### config.mk
export PLATFORM = sky130hd
export DESIGN_NAME = modular_exponentiation_top_flat
export DESIGN_NICKNAME = d
export VERILOG_FILES = /design/src/rtl/me_pkg.sv /design/src/rtl/me_if.sv /design/src/rtl/me_modmul.sv /design/src/rtl/modular_exponentiation_top.sv /design/src/flat_wrapper.sv
export SDC_FILE = /design/constraint.sdc
export NUM_CORES = 1
export LEC_CHECK = 0
export ABC_AREA = 1
export BUFFER_PORTS_ARGS = -buffer_cell sky130_fd_sc_hd__buf_2
export CELL_PAD_IN_SITES_DETAIL_PLACEMENT = 2
export CELL_PAD_IN_SITES_GLOBAL_PLACEMENT = 2
export CORE_UTILIZATION = 36
export DETAILED_ROUTE_END_ITERATION = 10
export PLACE_DENSITY = 0.79
export SYNTH_ARGS = -nofsm -noshare
export SYNTH_HDL_FRONTEND = slang
export SYNTH_SLANG_ARGS = --single-unit
### constraint.sdc
create_clock -name clock -period 6.4 [get_ports clock]
set_input_delay 0.32 -clock clock [delete_from_list [all_inputs] [get_ports clock]]
set_output_delay 0.32 -clock clock [all_outputs]
set_load 0.05 [all_outputs]
### src/rtl/me_pkg.sv
// Shared widths, types and constants for the modular exponentiation block.
// No dependencies; every other file imports this package.
package me_pkg;

   localparam int MOD_W = 31;
   localparam int EXP_W = 63;

   typedef logic [MOD_W-1:0] mod_type;
   typedef logic [EXP_W-1:0] exp_type;

   // reset modulus: ten to the ninth plus seven
   localparam mod_type MOD_RESET = MOD_W'(1000000007);
   localparam mod_type MOD_ONE   = MOD_W'(1);

endpackage

### src/rtl/me_if.sv
// Valid/ready channel interfaces for request and response beats.
// Depends on me_pkg for the payload types.
interface me_req_if import me_pkg::*; ();
   logic    valid;
   logic    ready;
   mod_type base;
   exp_type exponent;

   modport source (output valid, base, exponent, input ready);
   modport sink   (input valid, base, exponent, output ready);
endinterface

interface me_rsp_if import me_pkg::*; ();
   logic    valid;
   logic    ready;
   mod_type power;

   modport source (output valid, power, input ready);
   modport sink   (input valid, power, output ready);
endinterface

### src/rtl/me_modmul.sv
// Bit-serial modular multiplier: one multiplier bit per cycle, MSB first.
// Depends on me_pkg. Requires opnd_y < modulus and modulus >= 2.
module me_modmul import me_pkg::*; (
   input  logic    clock,
   input  logic    reset,
   input  logic    start,
   input  mod_type opnd_x,
   input  mod_type opnd_y,
   input  mod_type modulus,
   output logic    done,
   output mod_type product
);

   localparam int CNT_W = $clog2(MOD_W + 1);

   logic             busy_ff,  busy_in;
   logic             done_ff,  done_in;
   logic [CNT_W-1:0] cnt_ff,   cnt_in;
   mod_type          xsh_ff,   xsh_in;
   mod_type          y_ff,     y_in;
   mod_type          r_ff,     r_in;

   logic [MOD_W:0]   dbl;
   logic [MOD_W:0]   dbl_red;
   logic [MOD_W:0]   sum;
   logic [MOD_W:0]   sum_red;
   logic [MOD_W:0]   mod_ext;

   // one interleaved step: r = (2r + bit*y) mod m, each half kept below m
   always_comb begin
      mod_ext = {1'b0, modulus};
      dbl     = {r_ff, 1'b0};
      dbl_red = (dbl >= mod_ext) ? (dbl - mod_ext) : dbl;
      sum     = dbl_red + (xsh_ff[MOD_W-1] ? {1'b0, y_ff} : '0);
      sum_red = (sum >= mod_ext) ? (sum - mod_ext) : sum;
   end

   // load on start, otherwise advance one bit while busy
   always_comb begin
      busy_in = busy_ff;
      done_in = 1'b0;
      cnt_in  = cnt_ff;
      xsh_in  = xsh_ff;
      y_in    = y_ff;
      r_in    = r_ff;
      if (start) begin
         busy_in = 1'b1;
         cnt_in  = CNT_W'(MOD_W);
         xsh_in  = opnd_x;
         y_in    = opnd_y;
         r_in    = '0;
      end else if (busy_ff) begin
         r_in   = sum_red[MOD_W-1:0];
         xsh_in = {xsh_ff[MOD_W-2:0], 1'b0};
         cnt_in = cnt_ff - CNT_W'(1);
         if (cnt_ff == CNT_W'(1)) begin
            busy_in = 1'b0;
            done_in = 1'b1;
         end
      end
   end

   always_ff @(posedge clock) begin
      if (reset) begin
         busy_ff <= 1'b0;
         done_ff <= 1'b0;
         cnt_ff  <= '0;
      end else begin
         busy_ff <= busy_in;
         done_ff <= done_in;
         cnt_ff  <= cnt_in;
      end
   end

   // datapath needs no reset
   always_ff @(posedge clock) begin
      xsh_ff <= xsh_in;
      y_ff   <= y_in;
      r_ff   <= r_in;
   end

   assign done    = done_ff;
   assign product = r_ff;

endmodule

### src/rtl/modular_exponentiation_top.sv
// Top level of the modular exponentiation block: sequencer, csr and two multipliers.
// Depends on me_pkg, me_if and me_modmul.
//
//   channel  | dir | handshake          | payload
//   ---------+-----+--------------------+---------------------------
//   req_bus  | in  | valid / ready      | base[30:0], exponent[62:0]
//   rsp_bus  | out | valid / ready      | power[30:0]
//   csr_*    | in  | csr_wr_en          | csr_wr_data[30:0] modulus
//
// One item at a time. From request beat to response valid, the base is
// reduced first; then each exponent bit up to the highest set bit (at most
// EXP_BITS) takes a launch and one pass of the bit-serial multipliers,
// square and multiply running side by side; S_DONE then hands the result back.
// Modulus 0 or 1 answers 0. Reset sets the modulus to 1000000007.
// A stalled response is held while the next request is already taken; the
// next result then waits in its final state until the held beat is taken.
module modular_exponentiation_top import me_pkg::*; #(
   parameter int EXP_BITS = 63
) (
   input  logic      clock,
   input  logic      reset,
   input  logic      csr_wr_en,
   input  mod_type   csr_wr_data,
   me_req_if.sink    req_bus,
   me_rsp_if.source  rsp_bus
);

   localparam logic [2:0] S_IDLE   = 3'd0;
   localparam logic [2:0] S_REDUCE = 3'd1;
   localparam logic [2:0] S_LAUNCH = 3'd2;
   localparam logic [2:0] S_STEP   = 3'd3;
   localparam logic [2:0] S_DONE   = 3'd4;

   logic [2:0]          state_ff, state_in;
   mod_type             mod_ff;
   mod_type             acc_ff,   acc_in;
   mod_type             pw_ff,    pw_in;
   logic [EXP_BITS-1:0] exp_ff,   exp_in;
   logic                rsp_valid_ff, rsp_valid_in;
   mod_type             rsp_power_ff, rsp_power_in;

   logic    req_beat;
   logic    mod_ok;
   logic    start_a, start_b;
   mod_type xa, ya;
   logic    done_a, done_b;
   mod_type prod_a, prod_b;
   logic [EXP_BITS-1:0] exp_next;

   assign req_beat = req_bus.valid && req_bus.ready;
   assign mod_ok   = (mod_ff > MOD_ONE);
   assign exp_next = exp_ff >> 1;

   // unit A reduces the base first, then multiplies acc by the power
   assign start_a = (state_ff == S_IDLE && req_beat && mod_ok) || (state_ff == S_LAUNCH);
   assign start_b = (state_ff == S_LAUNCH);
   assign xa      = (state_ff == S_IDLE) ? req_bus.base : acc_ff;
   assign ya      = (state_ff == S_IDLE) ? MOD_ONE : pw_ff;

   me_modmul u_mul_a (
      .clock   (clock),
      .reset   (reset),
      .start   (start_a),
      .opnd_x  (xa),
      .opnd_y  (ya),
      .modulus (mod_ff),
      .done    (done_a),
      .product (prod_a)
   );

   // unit B squares the running power
   me_modmul u_mul_b (
      .clock   (clock),
      .reset   (reset),
      .start   (start_b),
      .opnd_x  (pw_ff),
      .opnd_y  (pw_ff),
      .modulus (mod_ff),
      .done    (done_b),
      .product (prod_b)
   );

   // sequence reduce, then one launch/step pair per exponent bit
   always_comb begin
      state_in     = state_ff;
      acc_in       = acc_ff;
      pw_in        = pw_ff;
      exp_in       = exp_ff;
      rsp_valid_in = rsp_valid_ff && !rsp_bus.ready;
      rsp_power_in = rsp_power_ff;
      unique case (state_ff)
         S_IDLE: begin
            if (req_beat) begin
               exp_in = req_bus.exponent[EXP_BITS-1:0];
               if (mod_ok) begin
                  acc_in   = MOD_ONE;
                  state_in = S_REDUCE;
               end else begin
                  acc_in   = '0;
                  state_in = S_DONE;
               end
            end
         end
         S_REDUCE: begin
            if (done_a) begin
               pw_in    = prod_a;
               state_in = (exp_ff == '0) ? S_DONE : S_LAUNCH;
            end
         end
         S_LAUNCH: begin
            state_in = S_STEP;
         end
         S_STEP: begin
            if (done_a && done_b) begin
               if (exp_ff[0]) begin
                  acc_in = prod_a;
               end
               pw_in    = prod_b;
               exp_in   = exp_next;
               state_in = (exp_next == '0) ? S_DONE : S_LAUNCH;
            end
         end
         S_DONE: begin
            if (!rsp_valid_ff || rsp_bus.ready) begin
               rsp_valid_in = 1'b1;
               rsp_power_in = acc_ff;
               state_in     = S_IDLE;
            end
         end
         default: begin
            state_in = S_IDLE;
         end
      endcase
   end

   // control state and the modulus register
   always_ff @(posedge clock) begin
      if (reset) begin
         state_ff     <= S_IDLE;
         rsp_valid_ff <= 1'b0;
         mod_ff       <= MOD_RESET;
      end else begin
         state_ff     <= state_in;
         rsp_valid_ff <= rsp_valid_in;
         if (csr_wr_en) begin
            mod_ff <= csr_wr_data;
         end
      end
   end

   // datapath registers
   always_ff @(posedge clock) begin
      acc_ff       <= acc_in;
      pw_ff        <= pw_in;
      exp_ff       <= exp_in;
      rsp_power_ff <= rsp_power_in;
   end

   assign req_bus.ready = (state_ff == S_IDLE);
   assign rsp_bus.valid = rsp_valid_ff;
   assign rsp_bus.power = rsp_power_ff;

endmodule

### src/flat_wrapper.sv
// flat-port wrapper written by rule: the top's interface ports become plain ports
module modular_exponentiation_top_flat import me_pkg::*;
#(
   parameter int EXP_BITS = 63
)
  (clock, reset, csr_wr_en, csr_wr_data, req_bus_valid, req_bus_base, req_bus_exponent, req_bus_ready, rsp_bus_valid, rsp_bus_power, rsp_bus_ready);
  me_req_if req_bus_i ();
  me_rsp_if rsp_bus_i ();
  input  logic clock;
  input  logic reset;
  input  logic csr_wr_en;
  input  mod_type csr_wr_data;
  input wire logic [$bits(req_bus_i.valid)-1:0] req_bus_valid;
  input wire logic [$bits(req_bus_i.base)-1:0] req_bus_base;
  input wire logic [$bits(req_bus_i.exponent)-1:0] req_bus_exponent;
  output wire logic [$bits(req_bus_i.ready)-1:0] req_bus_ready;
  output wire logic [$bits(rsp_bus_i.valid)-1:0] rsp_bus_valid;
  output wire logic [$bits(rsp_bus_i.power)-1:0] rsp_bus_power;
  input wire logic [$bits(rsp_bus_i.ready)-1:0] rsp_bus_ready;
  assign req_bus_i.valid = req_bus_valid;
  assign req_bus_i.base = req_bus_base;
  assign req_bus_i.exponent = req_bus_exponent;
  assign req_bus_ready = req_bus_i.ready;
  assign rsp_bus_valid = rsp_bus_i.valid;
  assign rsp_bus_power = rsp_bus_i.power;
  assign rsp_bus_i.ready = rsp_bus_ready;
  modular_exponentiation_top #(.EXP_BITS(EXP_BITS)) u_core (.clock(clock), .reset(reset), .csr_wr_en(csr_wr_en), .csr_wr_data(csr_wr_data), .req_bus(req_bus_i), .rsp_bus(rsp_bus_i));
endmodule
==> results of run 1 <==
## layer usage
layer,global-route usage [%],overflow
met3,66.6,19
met5,37.4,2
met4,83.0,295
met1,77.6,10
met2,96.8,422
## per-stage QoR
| step | cells | area [µm²] | util (%) | worst slack (ns) |
|---|---|---|---|---|
| floorplan | 3992 | 28400 | - | 1.42 |
| detailed placement | 5557 | 33800 | 43.5 | -0.833 |
| CTS | 5727 | 37000 | 47.6 | -0.0100 |
| global placement | 5557 | 33800 | 43.5 | -0.176 |
## Yosys cell counts (3+ instances only)
| cell | count | area (µm²) |
|---|---|---|
| a21boi_0 | 7 | 52.6 |
| a21o_1 | 18 | 135 |
| a21oi_1 | 249 | 1250 |
| a31oi_1 | 46 | 288 |
| and3_1 | 5 | 31.3 |
| buf_1 | 3 | 11.3 |
| buf_2 | 15 | 75.1 |
| buf_4 | 3 | 22.5 |
| buf_6 | 6 | 67.6 |
| clkbuf_1 | 83 | 312 |
| dfxtp_1 | 111 | 2220 |
| edfxtp_1 | 280 | 8410 |
| fa_1 | 6 | 120 |
| ha_1 | 190 | 2380 |
| inv_1 | 584 | 2190 |
| nand2_1 | 1176 | 4410 |
| nand2_2 | 11 | 68.8 |
| nand3_1 | 216 | 1080 |
| nand3b_1 | 12 | 90.1 |
| nand4_1 | 65 | 407 |
| nor2_1 | 382 | 1430 |
| nor3_1 | 36 | 180 |
| nor4_1 | 21 | 131 |
| o211ai_1 | 4 | 30.0 |
| o21a_1 | 5 | 37.5 |
| o21ai_0 | 259 | 1300 |
| o21bai_1 | 26 | 195 |
| or2_2 | 12 | 75.1 |
| xnor2_1 | 49 | 429 |
| xor2_1 | 86 | 753 |
## logic make-up after synthesis
family	share of synthesized area, %
adders and majority gates	8.80
DFF	37.4
and+or+nand+nor	28.0
xor gates and xnor gates	4.16
AOI/OAI and AO/OA	12.1
buffers and inverters	9.48
## timing repair
| item | CTS |
|---|---|
| gates cloned | 1 |
| hold buffers | 49 |
| gates resized for setup | 199 |
| buffers inserted | 30 |
| endpoints found under the hold margin | 49 |
| endpoints found under the setup margin | 62 |
| pin swaps | 24 |
==> impl_metrics.ini, run 1 <==
[outcome]
outcome = stopped before the end
lastStage = global routing
first-error = [ERROR GRT-0232] Routing congestion too high. Check the congestion heatmap in the GUI.

[yosys]
synth_ff_type = edfxtp_1
syn_inst = 3992
async_reset_ff_share_pct = 0
yosysWarnings = 0
syn_area_um2 = 28400
syn_avg_cell_area_um2 = 7.11
ys_types = 47
synth.yosys.seq_area_share_pct = 37.4
synth_nets = 4318
synth-seq-cells = 391
synth_edf_count = 280

[clocking]
cts_buffer_depth = 3
htree_levels = 2
clockRootBuffer = clkbuf_16
clock_sinks = 391
cts_made_buffers = 48

[timing]
grt-worst-endpoint = u_core.u_mul_a.product[6]$_SDFFE_PN0P_/D
worst-ep-kind = sequential cell input

[global_route]
grt_max_degree = 112
gr-usage-all-layers_pct = 80.2
overflow = 748

[floorplan]
die_h_um = 283
io_pins = 163
start_util_pct = 36.5
rows = 102
die_width_um = 283

[placed_design]
place.gp.congestion = 0.969
dp_hpwl_um = 121000
port_buffers = 162
==> run 2: changes to the inputs <==
--- a/config.mk
+++ b/config.mk
@@ -7,11 +7,9 @@
 export LEC_CHECK = 0
 export ABC_AREA = 1
 export BUFFER_PORTS_ARGS = -buffer_cell sky130_fd_sc_hd__buf_2
-export CELL_PAD_IN_SITES_DETAIL_PLACEMENT = 2
-export CELL_PAD_IN_SITES_GLOBAL_PLACEMENT = 2
-export CORE_UTILIZATION = 36
+export CORE_UTILIZATION = 40
 export DETAILED_ROUTE_END_ITERATION = 10
-export PLACE_DENSITY = 0.79
+export PLACE_DENSITY_LB_ADDON = 0.15
 export SYNTH_ARGS = -nofsm -noshare
 export SYNTH_HDL_FRONTEND = slang
 export SYNTH_SLANG_ARGS = --single-unit
==> impl_metrics.ini, run 2 <==
[global_route]
grt_pass1_vias = 26700
grt_max_degree = 86
overflow = 0
grt_pass1_wl_um = 163000
gr-usage-all-layers_pct = 30.5
antenna_found_initial = 2

[yosys]
synth_area_leaders = edfxtp_1 (30%), nand2_1 (16%), ha_1 (8.4%), dfxtp_1 (7.8%), inv_1 (7.7%)
syn_inst = 3992
synth.yosys.seq_area_share_pct = 37.4
synth_commonest_cells = nand2_1 (1176), inv_1 (584), nor2_1 (382), edfxtp_1 (280), o21ai_0 (259)
synth_edf_count = 280
synth_ff_type = edfxtp_1
synth-seq-cells = 391
syn_avg_cell_area_um2 = 7.11
ys_types = 47
async_reset_ff_share_pct = 0
synth_top_area_share_pct = 29.6
synth_nets = 4318
yosys.area.top_type = edfxtp_1
syn_area_um2 = 28400
yosysWarnings = 0
synth.most_common_cell = nand2_1

[timing]
worst_hold_slack_ns = 0.0142
fmax_ghz = 0.166
clock_skew_ns = 0.0242
finalSetupViolCount = 0
relSlewSlack_pct = 26.9
tightestPinTransition_ns = 1.09
hold_violations = 0
drv_slew = 0
period_minus_slack_ns = 6.02
period_share_pct = 94.0

[drt]
drt_iter0_markers = 2376
drc = 0
first_pass_iters = 6
wl_per_cell_um = 20.4
routed_wirelength_um = 111000
via_per_inst = 5.18
ant_nets = 0
vias = 28200

[pwr]
cellLeakagePower_nw = 17.1
internal_power_mw = 10.5
clkPwrFrac_pct = 12.8
peakVddDrop_mv = 0.439
p_switching_mw = 10.7
finalPower_mw = 21.2
swShare_pct = 50.3
pwr-share-seq_pct = 16.6
pwr_density_cell_nw_per_um2 = 607
p_comb_share_pct = 70.7

[floorplan]
die_width_um = 268
die_area_um2 = 72000
start_util_pct = 40.5
die_h_um = 268
rows = 97
io_pins = 163
coreArea_um2 = 70100

[layout]
final_common_cell = nand2_1
largest_reg_flops = 63
fin_cells = 5442
fin_area_um2 = 34900
area_growth_syn_to_layout_pct = 23.0
most-common-layout-cells = nand2_1 (1170), inv_1 (576), nor2_1 (371)
postLayoutCoreUtil_pct = 49.8
n_fill_cell = 7301
drive_above_1_share_pct = 14.0
max_flop_register = u_core.exp_ff
n_antenna_cell = 0
nets = 4792

[clocking]
htree_levels = 2
cts_made_buffers = 44
cts_tree = done
clock_latency_ns = 0.62
clockRootBuffer = clkbuf_16
clock_sinks = 391
clk_pin_slew_ns = 0.06
cts_buffer_depth = 3

[outcome]
outcome = finished, final reports clean

[critical_path]
cp_slowest_cell = ha_1
cpMostUsedCell = nand2_1
cp.required_ns = 6.94
path_class = flip-flop to flip-flop
critPathTopFamily = simple AND/OR/NAND/NOR gates
r2r_slack_ns = 0.38
cp-start-kind = flip-flop
cp_max_fo = 12
setup.worst_path.end_class = flip-flop
path_buf_inv = 6
critPathMaxStageDelay_ns = 0.38
worst_ep_arrival_time_ns = 6.56

[run]
maxCapViolCount = 0

[min_path]
hp-class = input port to flip-flop

[placed_design]
port_buffers = 162
dpl.cell_count = 5287
place.gp.congestion = 1.04
place_area_um2 = 32300
dp_hpwl_um = 88600
==> run 2: stage by stage <==
step	setup slack (ns)	TNS (ns)
detailed placement	0.136	0
global placement	0.226	0
finish	0.382	0
global route	-0.0289	-0.266
floorplan	1.42	0
CTS	0.109	0
==> run 2: cell families after synthesis <==
family / share of synthesized area, %
compound gates: 12.1
xor+xnor: 4.16
fa+ha+maj: 8.80
buf+inv: 9.48
flops: 37.4
simple gates: 28.0
==> run 2: power groups by stage <==
stage,combinational [mW],clock (mW),sequential (mW)
5_1_grt,16.4,2.83,3.53
3_5_place_dp,14.5,0,3.54
6_report,15.0,2.71,3.51
3_3_place_gp,14.6,0,3.54
4_1_cts,14.6,2.74,3.49
2_1_floorplan,8.83,0,3.41
==> run 2: path summary, 6_finish.rpt <==
check	start	to	depth (start not counted)
max	u_core.mod_ff[5]	u_core.u_mul_a.product[5]	40
min	csr_wr_data[16]	u_core.mod_ff[16]	3
min reg2reg	u_core.acc_ff[30]	u_core.rsp_bus.power[30]	0
max reg2reg	u_core.mod_ff[5]	u_core.u_mul_a.product[5]	40
==> run 2: repair_timing <==
item | CTS | global route
hold buffers | 63 | 0
endpoints found under the hold margin | 63 | 0
setup buffers | 0 | 10
resized for setup | 0 | 67
endpoints found under the setup margin | 0 | 62
==> run 2: per-layer routing <==
| layer | share of wire, % | GRT usage, % | vias up |
|---|---|---|---|
| li1 | - | - | 14000 |
| met1 | 42 | 39.5 | 13100 |
| met2 | 46 | 49.7 | 849 |
| met3 | 6.6 | 5.09 | 220 |
| met4 | 5.1 | 14.0 | 0 |
| met5 | 0 | 0 | - |
==> run 2: final cells by class <==
| type | instances | area [µm²] | share of cell area (%) |
|---|---|---|---|
| clock buffer | 56 | 1200 | 3.43 |
| clock inverter | 26 | 345 | 0.989 |
| inverter | 587 | 2230 | 6.38 |
| multi-input combinational | 2904 | 15400 | 44.1 |
| sequential | 391 | 10600 | 30.5 |
| tap | 940 | 1180 | 3.37 |
| timing repair buffer | 538 | 3960 | 11.3 |
==> run 2: worst register-to-register path, delay by kind of cell, from the launching register on <==
family | cells | cell delay (ns)
adder cells (fa/ha/maj) | 3 | 1.01
buffers and inverters | 6 | 0.85
AND/OR/NAND/NOR | 23 | 2.22
AO/OA/AOI/OAI | 8 | 1.58
flip-flops | 1 | 0.30
No activity file was read; power rests on OpenSTA's default activity.
==> run 3: changes to the inputs <==
--- a/config.mk
+++ b/config.mk
@@ -9,7 +9,7 @@
 export BUFFER_PORTS_ARGS = -buffer_cell sky130_fd_sc_hd__buf_2
 export CORE_UTILIZATION = 40
 export DETAILED_ROUTE_END_ITERATION = 10
-export PLACE_DENSITY_LB_ADDON = 0.15
+export PLACE_DENSITY = 0.56
 export SYNTH_ARGS = -nofsm -noshare
 export SYNTH_HDL_FRONTEND = slang
 export SYNTH_SLANG_ARGS = --single-unit
==> impl_metrics.ini, run 3 (synthesis gave the netlist of run 2 again) <==
[timing]
finalSetupViolCount = 0
clock_skew_ns = 0.0414
period_minus_slack_ns = 6.04
drv_slew = 0
relSlewSlack_pct = 22.6
setup_slack_ns = 0.357
tightestPinTransition_ns = 1.16
period_share_pct = 94.4
fmax_ghz = 0.165
hold_violations = 0
tns_ns = 0

[global_route]
grt_pass1_wl_um = 159000
gr-usage-all-layers_pct = 29.6
overflow = 0
grt_max_degree = 99
antenna_found_initial = 2
grt_pass1_vias = 26000

[layout]
area_growth_syn_to_layout_pct = 20.8
max_flop_register = u_core.exp_ff
n_antenna_cell = 0
fin_area_um2 = 34300
nets = 4717
drive_above_1_share_pct = 13.0
most-common-layout-cells = nand2_1 (1167), inv_1 (568), nor2_1 (365)
final_common_cell = nand2_1
largest_reg_flops = 63

[critical_path]
cp_slowest_cell = dfxtp_1
cp.required_ns = 6.86
worst_ep_arrival_time_ns = 6.50
cp-start-kind = flip-flop
setup.worst_path.end_class = flip-flop
path_class = flip-flop to flip-flop
cpMostUsedCell = nand2_1
cp_max_fo = 12
critPathMaxStageDelay_ns = 0.35

[pwr]
pwr-share-seq_pct = 17.2
peakVddDrop_mv = 0.442
internal_power_mw = 9.86
clkPwrFrac_pct = 12.3
p_switching_mw = 10.4
p_comb_share_pct = 70.6
swShare_pct = 51.4
cellLeakagePower_nw = 16.7
pwr_density_cell_nw_per_um2 = 592

[drt]
first_pass_iters = 6
drc = 0
drt_iter0_markers = 2971
vias = 28100
wl_per_cell_um = 20.2
via_per_inst = 5.23
ant_nets = 0
routed_wirelength_um = 108000

[run]
maxCapViolCount = 0

[floorplan]
start_util_pct = 40.5
die_width_um = 268
io_pins = 163
die_h_um = 268
rows = 97
die_area_um2 = 72000
coreArea_um2 = 70100

[placed_design]
place_area_um2 = 31700
dp_hpwl_um = 86200
port_buffers = 162
dpl_worst_slack_ns = 0.147
place.gp.congestion = 1.01

[clocking]
clock_sinks = 391
cts_made_buffers = 44
clockRootBuffer = clkbuf_16
cts_buffer_depth = 3
clk_pin_slew_ns = 0.06
clock_latency_ns = 0.60
htree_levels = 2
cts_tree = done

[outcome]
outcome = finished, final reports clean

[min_path]
hp-class = input port to flip-flop
-- run 3: changes by cell type in the layout (fill, tap and decap cells not counted), moves of 4 or more --
cell / delta
buf_4: -74
bufinv_16: -4
clkbuf_1: +5
ha_1: -9
ha_2: +9
inv_1: -8
inv_2: +4
nor2_1: -6
nor2_2: +6
xor2_1: -4
xor2_2: +4
-- run 3: timing repair --
action / CTS / global route
hold buffers: 63 / 0
buffers inserted: 0 / 16
endpoints found under the hold margin: 63 / 0
resized for setup: 0 / 100
setup endpoints to repair: 0 / 62
-- run 3: cell type report --
class | instances | area (µm²)
Clock buffer | 60 | 1210
Clock inverter | 18 | 181
Fill cell | 7261 | 35900
Inverter | 587 | 2240
Multi-Input combinational cell | 2904 | 15500
Sequential cell | 391 | 10600
Tap cell | 940 | 1180
Timing Repair Buffer | 463 | 3380
-- run 3: routing by layer --
metal,up-vias,routed length (µm),GRT usage [%]
li1,13800,-,-
met1,13100,46400,39.4
met2,949,50300,48.6
met3,195,6920,3.85
met4,0,4610,11.7
met5,-,0,0
-- run 3: path summary, 6_finish.rpt --
| kind | slack, ns | from | to | cells past startpoint |
|---|---|---|---|---|
| worst min-delay path | 0.01 | csr_wr_data[29] | u_core.mod_ff[29] | 3 |
| worst max-delay path | 0.36 | u_core.mod_ff[16] | u_core.u_mul_a.product[23] | 40 |
| worst min register to register | 0.45 | u_core.pw_ff[20] | u_core.u_mul_b.y_ff[20] | 0 |
| worst max register to register | 0.36 | u_core.mod_ff[16] | u_core.u_mul_a.product[23] | 40 |
-- run 3: metrics by stage --
| stage | hold WS [ns] | power (mW) | std cells | utilization (%) |
|---|---|---|---|---|
| 2_1_floorplan | 0.426 | 12.2 | 3992 | - |
| 3_3_place_gp | 0.433 | 17.3 | 5206 | 45.2 |
| 3_5_place_dp | 0.434 | 17.2 | 5206 | 45.2 |
| 4_1_cts | 0.00486 | 19.8 | 5347 | 48.1 |
| 5_1_grt | 0.0293 | 21.8 | 5363 | 48.9 |
| 6_report | 0.0137 | 20.3 | 5363 | 48.9 |
-- run 3: power by group through the flow --
stage / clock network, mW / registers [mW] / logic [mW]
floorplan: 0 / 3.41 / 8.83
global placement: 0 / 3.51 / 13.8
detailed placement: 0 / 3.51 / 13.7
CTS: 2.53 / 3.46 / 13.9
global route: 2.61 / 3.50 / 15.7
finish: 2.49 / 3.48 / 14.3
-- run 3: worst max-delay path, delay by kind of cell, from the launching register on --
family / cells / cell delay (ns)
XOR/XNOR: 1 / 0.14
flip-flops: 1 / 0.35
AND/OR/NAND/NOR: 24 / 2.56
AO/OA/AOI/OAI: 4 / 0.57
buffers and inverters: 8 / 1.30
adder cells (fa/ha/maj): 3 / 0.99
